--- src/hdl/input_combo_remapper_core_assert.svh ---
// assertion macros for the combo remapper
`ifndef INPUT_COMBO_REMAPPER_CORE_ASSERT_SVH
`define INPUT_COMBO_REMAPPER_CORE_ASSERT_SVH

// implication checked on every clock edge outside reset
`define ICR_ASSERT_IMP(label, clk, rst, ante, cons) \
   label: assert property (@(posedge clk) disable iff (rst) (ante) |-> (cons)) \
      else $error("assertion failed");

// next-cycle implication outside reset
`define ICR_ASSERT_NEXT(label, clk, rst, ante, cons) \
   label: assert property (@(posedge clk) disable iff (rst) (ante) |=> (cons)) \
      else $error("assertion failed");

`endif

--- src/hdl/icr_pkg.sv ---
// ----------------------------------------------------------------------------
// icr_pkg
// types and constants shared by the combo remapper files
// ----------------------------------------------------------------------------
package icr_pkg;

   localparam int RulesDefault       = 8;
   localparam int KeysPerRuleDefault = 4;
   localparam int HeadWidth          = 49;
   localparam int WordWidth          = 64;

   localparam logic [2:0] ActKey     = 3'd0;
   localparam logic [2:0] ActApply   = 3'd1;
   localparam logic [2:0] ActHead    = 3'd2;
   localparam logic [2:0] ActKeys    = 3'd3;
   localparam logic [2:0] ActDisable = 3'd4;

   localparam logic KindAck   = 1'b0;
   localparam logic KindFrame = 1'b1;

   typedef struct packed {
      logic [2:0]  action;
      logic [7:0]  key_usage;
      logic        key_down;
      logic [7:0]  modifiers;
      logic [15:0] mouse_buttons;
      logic [3:0]  slot;
      logic [63:0] rule_word;
   } req_type;

   typedef struct packed {
      logic        kind;
      logic        status;
      logic [1:0]  word_index;
      logic [63:0] key_bits;
      logic [7:0]  out_modifiers;
      logic [15:0] out_mouse_buttons;
      logic        last;
   } rsp_type;

endpackage

--- src/hdl/icr_ram.sv ---
// ----------------------------------------------------------------------------
// icr_ram
// generic single-port-write ram with one registered read port
// ----------------------------------------------------------------------------
module icr_ram #(
   parameter int Width = 64,
   parameter int Depth = 8
) (
   input  logic                                             clock,
   input  logic                                             wr_en,
   input  logic [((Depth > 1) ? $clog2(Depth) : 1)-1:0]     wr_addr,
   input  logic [Width-1:0]                                 wr_data,
   input  logic [((Depth > 1) ? $clog2(Depth) : 1)-1:0]     rd_addr,
   output logic [Width-1:0]                                 rd_data
);
   logic [Width-1:0] mem [Depth];

   always_ff @(posedge clock) begin
      if (wr_en) begin
         mem[wr_addr] <= wr_data;
      end
      rd_data <= mem[rd_addr];
   end
endmodule

--- src/hdl/input_combo_remapper_core.sv ---
// ----------------------------------------------------------------------------
// input_combo_remapper_core
// key bitmap and combo rule table; apply walks the rules and emits four words
// ----------------------------------------------------------------------------
// channel | ports             | handshake
// req     | req_payload       | start & !busy
// rsp     | rsp_payload       | rsp_valid, one cycle, no stall
// sequencing: the ack of a rule write/disable comes in the next cycle; apply
//   does one rule read and one evaluate step per rule from the rule memories,
//   then four frame words on consecutive cycles.
// reset: rule enable bits, key valid bits, bitmap and control cleared at once;
//   a disabled rule is never matched and an unwritten key entry reads as zero.
// stalls: busy holds new transactions off while an apply or an ack runs.
module input_combo_remapper_core #(
   parameter int Rules       = icr_pkg::RulesDefault,
   parameter int KeysPerRule = icr_pkg::KeysPerRuleDefault
) (
   input  logic             clock,
   input  logic             reset,
   input  logic             start,
   input  icr_pkg::req_type req_payload,
   output logic             busy,
   output logic             rsp_valid,
   output icr_pkg::rsp_type rsp_payload
);
   localparam int AW = (Rules > 1) ? $clog2(Rules) : 1;

   typedef enum logic [2:0] {S_IDLE, S_READ, S_EVAL, S_EMIT} state_type;

   state_type   state_ff;
   logic [AW:0] cursor_ff;
   logic [1:0]  word_ff;
   logic [Rules-1:0] enabled_ff;
   logic [Rules-1:0] kvalid_ff;
   logic [63:0] pressed_ff [4];
   logic [63:0] frame_ff [4];
   logic [7:0]  fmods_ff, amods_ff;
   logic [15:0] fbtns_ff, abtns_ff;
   logic        rsp_valid_ff;
   icr_pkg::rsp_type rsp_ff;

   logic        accept;
   logic        slot_ok;
   logic [AW-1:0] waddr;
   logic        head_we, keys_we;
   logic [icr_pkg::HeadWidth-1:0] head_wd, head_rd;
   logic [63:0] keys_wd, keys_rd, keys_use;
   logic [AW-1:0] raddr;

   assign accept  = start && !busy;
   assign slot_ok = {1'b0, req_payload.slot} < 5'(Rules);
   assign waddr   = AW'(req_payload.slot);
   assign head_we = accept && slot_ok &&
                    (req_payload.action == icr_pkg::ActHead ||
                     req_payload.action == icr_pkg::ActDisable);
   assign keys_we = accept && slot_ok &&
                    (req_payload.action == icr_pkg::ActKeys ||
                     req_payload.action == icr_pkg::ActDisable);
   assign head_wd = (req_payload.action == icr_pkg::ActHead) ?
                    req_payload.rule_word[icr_pkg::HeadWidth-1:0] : '0;
   assign keys_wd = (req_payload.action == icr_pkg::ActKeys) ?
                    req_payload.rule_word : '0;
   assign raddr   = cursor_ff[AW-1:0];
   // key entries never written since reset count as all zero
   assign keys_use = kvalid_ff[raddr] ? keys_rd : '0;

   icr_ram #(.Width(icr_pkg::HeadWidth), .Depth(Rules)) u_heads (
      .clock, .wr_en(head_we), .wr_addr(waddr), .wr_data(head_wd),
      .rd_addr(raddr), .rd_data(head_rd));
   icr_ram #(.Width(64), .Depth(Rules)) u_keys (
      .clock, .wr_en(keys_we), .wr_addr(waddr), .wr_data(keys_wd),
      .rd_addr(raddr), .rd_data(keys_rd));

   // match test and frame update for the rule just read
   logic        hit;
   logic [63:0] frame_in [4];
   logic [7:0]  fmods_in;
   logic [15:0] fbtns_in;
   always_comb begin
      logic [7:0] u;
      hit = enabled_ff[raddr] &&
            ((amods_ff & head_rd[7:0]) == head_rd[7:0]) &&
            ((abtns_ff & head_rd[23:8]) == head_rd[23:8]);
      for (int i = 0; i < KeysPerRule; i++) begin
         u = keys_use[8*i +: 8];
         if (u != 8'd0 && !pressed_ff[u[7:6]][u[5:0]]) hit = 1'b0;
      end
      frame_in = frame_ff;
      fmods_in = fmods_ff;
      fbtns_in = fbtns_ff;
      if (hit) begin
         if (head_rd[48]) begin
            fmods_in = fmods_in & ~head_rd[7:0];
            fbtns_in = fbtns_in & ~head_rd[23:8];
            for (int i = 0; i < KeysPerRule; i++) begin
               u = keys_use[8*i +: 8];
               if (u != 8'd0) frame_in[u[7:6]][u[5:0]] = 1'b0;
            end
         end
         fmods_in = fmods_in | head_rd[31:24];
         fbtns_in = fbtns_in | head_rd[47:32];
         for (int i = 0; i < KeysPerRule; i++) begin
            u = keys_use[32 + 8*i +: 8];
            if (u != 8'd0) frame_in[u[7:6]][u[5:0]] = 1'b1;
         end
      end
   end

   always_ff @(posedge clock) begin
      if (reset) begin
         state_ff     <= S_IDLE;
         cursor_ff    <= '0;
         word_ff      <= '0;
         enabled_ff   <= '0;
         kvalid_ff    <= '0;
         rsp_valid_ff <= 1'b0;
         fmods_ff     <= '0;
         fbtns_ff     <= '0;
         for (int i = 0; i < 4; i++) begin
            pressed_ff[i] <= '0;
            frame_ff[i]   <= '0;
         end
      end else begin
         rsp_valid_ff <= 1'b0;
         unique case (state_ff)
            S_IDLE: begin
               if (accept) begin
                  unique case (req_payload.action)
                     icr_pkg::ActKey: begin
                        pressed_ff[req_payload.key_usage[7:6]]
                                  [req_payload.key_usage[5:0]] <= req_payload.key_down;
                     end
                     icr_pkg::ActApply: begin
                        frame_ff  <= pressed_ff;
                        fmods_ff  <= req_payload.modifiers;
                        fbtns_ff  <= req_payload.mouse_buttons;
                        amods_ff  <= req_payload.modifiers;
                        abtns_ff  <= req_payload.mouse_buttons;
                        cursor_ff <= '0;
                        state_ff  <= S_READ;
                     end
                     icr_pkg::ActHead, icr_pkg::ActKeys, icr_pkg::ActDisable: begin
                        if (slot_ok) begin
                           if (req_payload.action == icr_pkg::ActHead)
                              enabled_ff[waddr] <= 1'b1;
                           else if (req_payload.action == icr_pkg::ActDisable)
                              enabled_ff[waddr] <= 1'b0;
                           if (req_payload.action != icr_pkg::ActHead)
                              kvalid_ff[waddr] <= 1'b1;
                        end
                        rsp_valid_ff             <= 1'b1;
                        rsp_ff.kind              <= icr_pkg::KindAck;
                        rsp_ff.status            <= !slot_ok;
                        rsp_ff.word_index        <= '0;
                        rsp_ff.key_bits          <= '0;
                        rsp_ff.out_modifiers     <= '0;
                        rsp_ff.out_mouse_buttons <= '0;
                        rsp_ff.last              <= 1'b1;
                     end
                     default: ;
                  endcase
               end
            end
            S_READ: state_ff <= S_EVAL;
            S_EVAL: begin
               frame_ff <= frame_in;
               fmods_ff <= fmods_in;
               fbtns_ff <= fbtns_in;
               if (cursor_ff == (AW+1)'(Rules - 1)) begin
                  cursor_ff <= '0;
                  word_ff   <= '0;
                  state_ff  <= S_EMIT;
               end else begin
                  cursor_ff <= cursor_ff + 1'b1;
                  state_ff  <= S_READ;
               end
            end
            S_EMIT: begin
               rsp_valid_ff             <= 1'b1;
               rsp_ff.kind              <= icr_pkg::KindFrame;
               rsp_ff.status            <= 1'b0;
               rsp_ff.word_index        <= word_ff;
               rsp_ff.key_bits          <= frame_ff[word_ff];
               rsp_ff.out_modifiers     <= fmods_ff;
               rsp_ff.out_mouse_buttons <= fbtns_ff;
               rsp_ff.last              <= (word_ff == 2'd3);
               word_ff                  <= word_ff + 2'd1;
               if (word_ff == 2'd3) state_ff <= S_IDLE;
            end
            default: state_ff <= S_IDLE;
         endcase
      end
   end

   assign busy        = (state_ff != S_IDLE) || rsp_valid_ff;
   assign rsp_valid   = rsp_valid_ff;
   assign rsp_payload = rsp_ff;

`include "input_combo_remapper_core_assert.svh"
   `ICR_ASSERT_IMP(a_last_frame, clock, reset,
      rsp_valid && rsp_payload.kind == icr_pkg::KindFrame,
      rsp_payload.last == (rsp_payload.word_index == 2'd3))
   `ICR_ASSERT_NEXT(a_ack_follows, clock, reset,
      accept && (req_payload.action == icr_pkg::ActHead ||
                 req_payload.action == icr_pkg::ActKeys ||
                 req_payload.action == icr_pkg::ActDisable),
      rsp_valid && rsp_payload.kind == icr_pkg::KindAck)
   `ICR_ASSERT_IMP(a_busy_when_valid, clock, reset, rsp_valid, busy)
endmodule
--- config.mk ---
export PLATFORM = sky130hd
export DESIGN_NAME = input_combo_remapper_core
export DESIGN_NICKNAME = d
export VERILOG_FILES = /design/src/hdl/icr_pkg.sv /design/src/hdl/icr_ram.sv /design/src/hdl/input_combo_remapper_core.sv
export VERILOG_INCLUDE_DIRS = /design/src /design/src/hdl
export SDC_FILE = /design/constraint.sdc
export NUM_CORES = 2
export LEC_CHECK = 0
export BUFFER_PORTS_ARGS = -buffer_cell sky130_fd_sc_hd__buf_2
export CAP_MARGIN = 40
export CORE_ASPECT_RATIO = 0.75
export CORE_UTILIZATION = 35
export DETAILED_ROUTE_END_ITERATION = 12
export HOLD_SLACK_MARGIN = 0.03
export MAX_ROUTING_LAYER = met4
export SKIP_CTS_REPAIR_TIMING = 1
export SYNTH_ARGS = -nofsm -noshare
export SYNTH_HDL_FRONTEND = slang
export SYNTH_SLANG_ARGS = --single-unit
--- constraint.sdc ---
create_clock -name clock -period 6.9 [get_ports clock]
set_clock_uncertainty 0.2 [all_clocks]
set_input_delay 0.69 -clock clock [delete_from_list [all_inputs] [get_ports clock]]
set_output_delay 0.69 -clock clock [all_outputs]
set_load 0.05 [all_outputs]
==> impl_metrics.json <==
{
  "wl_per_cell_um": 44.88,
  "reg2reg_from": "cursor_ff[0]$_SDFFE_PP0P_",
  "die_x_um": 598.2,
  "cp-end-kind": "register",
  "p_switching_mw": 6.359,
  "synth-seq-cells": 1695,
  "core_mm2": 0.2641,
  "regToRegSetupSlack_ps": 740,
  "instances_no_fill": 12910,
  "hold_path.class": "primary input to register",
  "drive_gt1_frac": 0.2025,
  "antenna_found_initial": 82,
  "synth_compound_area_frac": 0.1874,
  "start_util": 0.3532,
  "p_leak_nw": 33.49,
  "power_density_mw_per_mm2": 222.1,
  "crit_path_start": "cursor_ff[0]$_SDFFE_PP0P_",
  "area_growth_pct": 14.90,
  "power_frac_clock": 0.429,
  "period_share": 0.8925,
  "final_common_cell": "edfxtp_1",
  "clk_latency_ps": 930,
  "crit_end": "frame_ff[109]$_SDFFE_PP0P_",
  "cts_root_buf": "clkbuf_16",
  "drv_cap": 0,
  "portBuffers": 201,
  "nets": 9245,
  "yosysWarnings": 0,
  "synthSimpleGateAreaFrac": 0.1442,
  "synth_edf_count": 1021,
  "cp.required_ps": 7450,
  "cts_buffer_depth": 4,
  "dp_hpwl_um": 416700,
  "final_util": 0.4059,
  "dieArea_mm2": 0.2686,
  "cts_tree": "built",
  "grt_pass1_vias": 82820,
  "yosysSeqAreaShare": 0.4733,
  "syn_nets": 9195,
  "clk_pin_slew_worst_paths_ps": 60,
  "worstRegToRegCells": 14,
  "startpoint_type": "register",
  "syn_area_mm2": 0.09329,
  "synth-xor-area-share": 0.00009388,
  "ir_worst_vdd_uv": 219.1,
  "hold_ws_ps": 45.75,
  "slew_headroom": 0.2589,
  "numCtsBuffers": 181,
  "cts.sinks": 1695,
  "report.final.hold_viol_count": 0,
  "swShare": 0.2671,
  "grt_max_degree": 175,
  "combPwrFrac": 0.111,
  "grt_overflow_total": 0,
  "synthDistinctLibCells": 90,
  "rsz0062_at_grt": "no",
  "status": "finished clean",
  "final_cell_mix": "edfxtp_1 (1,021), nand2_1 (791), nor2_1 (687), dfxtp_1 (652), o21ai_0 (509)",
  "synth-main-ff-cell": "edfxtp_1",
  "slew_violations": 0,
  "place_inst": 12460,
  "ant_nets": 0,
  "tightest_slew_ps": 1112,
  "io_pins": 202,
  "pwr-share-seq": 0.460,
  "die_h_um": 449.1,
  "finalSetupTns_ps": 0,
  "clock.fmax_mhz": 162.4,
  "worst_ep_arrival_time_ps": 6710,
  "viasPerCell": 7.058,
  "rows": 163,
  "synthAdderAreaFrac": 0.0006706,
  "htree_levels": 4,
  "drt-total-wl_um": 579300,
  "gp_congestion": 1.096,
  "syn_area_per_cell_um2": 10.27,
  "setup_violations": 0,
  "drt_iter0_drc": 17250,
  "async_flop_share": 0,
  "synth.area.mux_share": 0.1522,
  "p_int_mw": 17.45,
  "synthCells": 9083,
  "crit_fanout": 57,
  "worstSetupPathType": "register to register",
  "grt_pass1_wl_um": 763200,
  "hold_depth": 2,
  "vias": 91110,
  "worstReg2RegEnd": "frame_ff[109]$_SDFFE_PP0P_",
  "first_pass_iters": 12,
  "period_needed_ps": 6159,
  "grt_usage": 0.4286,
  "route.detailed.drc": 0,
  "synth_top_family_by_area": "compound AO/OA/AOI/OAI gates"
}
-- worst max-delay path: stages (launching register included) --
cell      delay [ps]
dfxtp_4          370
mux2_4           240
o22a_2           450
buf_4            380
nand3_1          690
nor3_1           450
a211oi_1          90
o32ai_1          830
o31ai_1          300
o32ai_1          500
a31oi_1          140
a311o_2          470
buf_12           210
buf_12           250
mux2_2           340
-- synth_stat cells (all sizes together), types with 69 or more instances --
| library cell | number | area [um2] |
|---|---|---|
| o211ai | 145 | 1089 |
| and2 | 217 | 1358 |
| edfxtp | 1021 | 30660 |
| nor2b | 92 | 575.6 |
| o21ai | 521 | 2608 |
| nor2 | 714 | 2685 |
| o22ai | 455 | 2867 |
| nand4 | 100 | 625.6 |
| dfxtp | 674 | 13490 |
| o32ai | 74 | 648.1 |
| a21oi | 485 | 2427 |
| nand2 | 800 | 3005 |
| a211oi | 69 | 518.0 |
| clkbuf | 643 | 2415 |
| mux4 | 352 | 7928 |
| mux2i | 254 | 2542 |
| nor3 | 211 | 1072 |
| nand3 | 462 | 2362 |
| o31ai | 100 | 750.7 |
| buf | 251 | 1281 |
| a22oi | 250 | 1877 |
| o221ai | 73 | 639.4 |
| mux2 | 329 | 3731 |
| a221oi | 135 | 1182 |
| a221o | 70 | 700.7 |
-- final cells by class --
| class | count | area, um2 |
|---|---|---|
| fill | 25330 | 156900 |
| clock buffer | 241 | 5046 |
| multi-input combinational | 6430 | 45700 |
| antenna | 87 | 217.7 |
| tap | 3547 | 4438 |
| clock inverter | 84 | 999.7 |
| timing repair buffer | 761 | 6347 |
| sequential | 1695 | 44200 |
| inverter | 64 | 247.7 |
-- metal layers --
| layer | up-vias | share of wire | GRT usage |
|---|---|---|---|
| li1 | 35360 | - | - |
| met1 | 45940 | 0.40 | 0.5659 |
| met2 | 8073 | 0.38 | 0.5400 |
| met3 | 1732 | 0.15 | 0.1771 |
| met4 | 0 | 0.070 | 0.2463 |
| met5 | - | 0 | - |
-- power groups by stage --
stage / registers [mW] / logic [mW] / clock network (mW)
global route: 10.9 / 2.71 / 10.7
finish: 10.9 / 2.64 / 10.2
global placement: 11.2 / 2.45 / 0
floorplan: 11.2 / 1.42 / 0
CTS: 10.9 / 2.52 / 10.3
detailed placement: 11.2 / 2.51 / 0
-- cells by family (layout without fill, tap and decap cells) --
family          Yosys count  after routing
compound gates         2627           2627
xor+xnor                  1              1
fa+ha+maj                 5              5
buf+inv                 958           1150
flops                  1695           1695
mux                     935            935
other cells               0             87
simple gates           2862           2862
-- state kept, by name (all words and copies together) (netlist names), 2 cells and up, named ones only --
name             flops
u_keys.mem         512
u_heads.mem        392
frame_ff           256
pressed_ff         256
rsp_payload         93
u_keys.rd_data      64
u_heads.rd_data     49
abtns_ff            16
fbtns_ff            16
amods_ff             8
fmods_ff             8
kvalid_ff            8
cursor_ff            4
state_ff             2
word_ff              2
-- worst min path at each step --
| stage | from | endpoint | slack [ps] |
|---|---|---|---|
| after global routing | req_payload[63] | u_keys.mem[0][63]$_DFFE_PP_ | 70 |
| after floorplan | kvalid_ff[3]$_SDFFE_PP0P_ | kvalid_ff[3]$_SDFFE_PP0P_ | 230 |
| final | req_payload[2] | u_heads.mem[3][2]$_DFFE_PP_ | 50 |
| after CTS | req_payload[71] | abtns_ff[3]$_DFFE_PP_ | -280 |
| after detailed placement | kvalid_ff[5]$_SDFFE_PP0P_ | kvalid_ff[5]$_SDFFE_PP0P_ | 260 |
| after global placement | kvalid_ff[5]$_SDFFE_PP0P_ | kvalid_ff[5]$_SDFFE_PP0P_ | 250 |
-- metrics by stage --
| stage | total power [mW] | area [um2] | setup WS, ps |
|---|---|---|---|
| 2_1_floorplan | 12.61 | 93290 | 415.4 |
| 3_3_place_gp | 13.61 | 99190 | 1086 |
| 3_5_place_dp | 13.67 | 100600 | 1171 |
| 4_1_cts | 23.77 | 106600 | 1091 |
| 5_1_grt | 24.35 | 107100 | 794.8 |
| 6_report | 23.80 | 107200 | 741.5 |
Power figures use the tool's default switching activity.
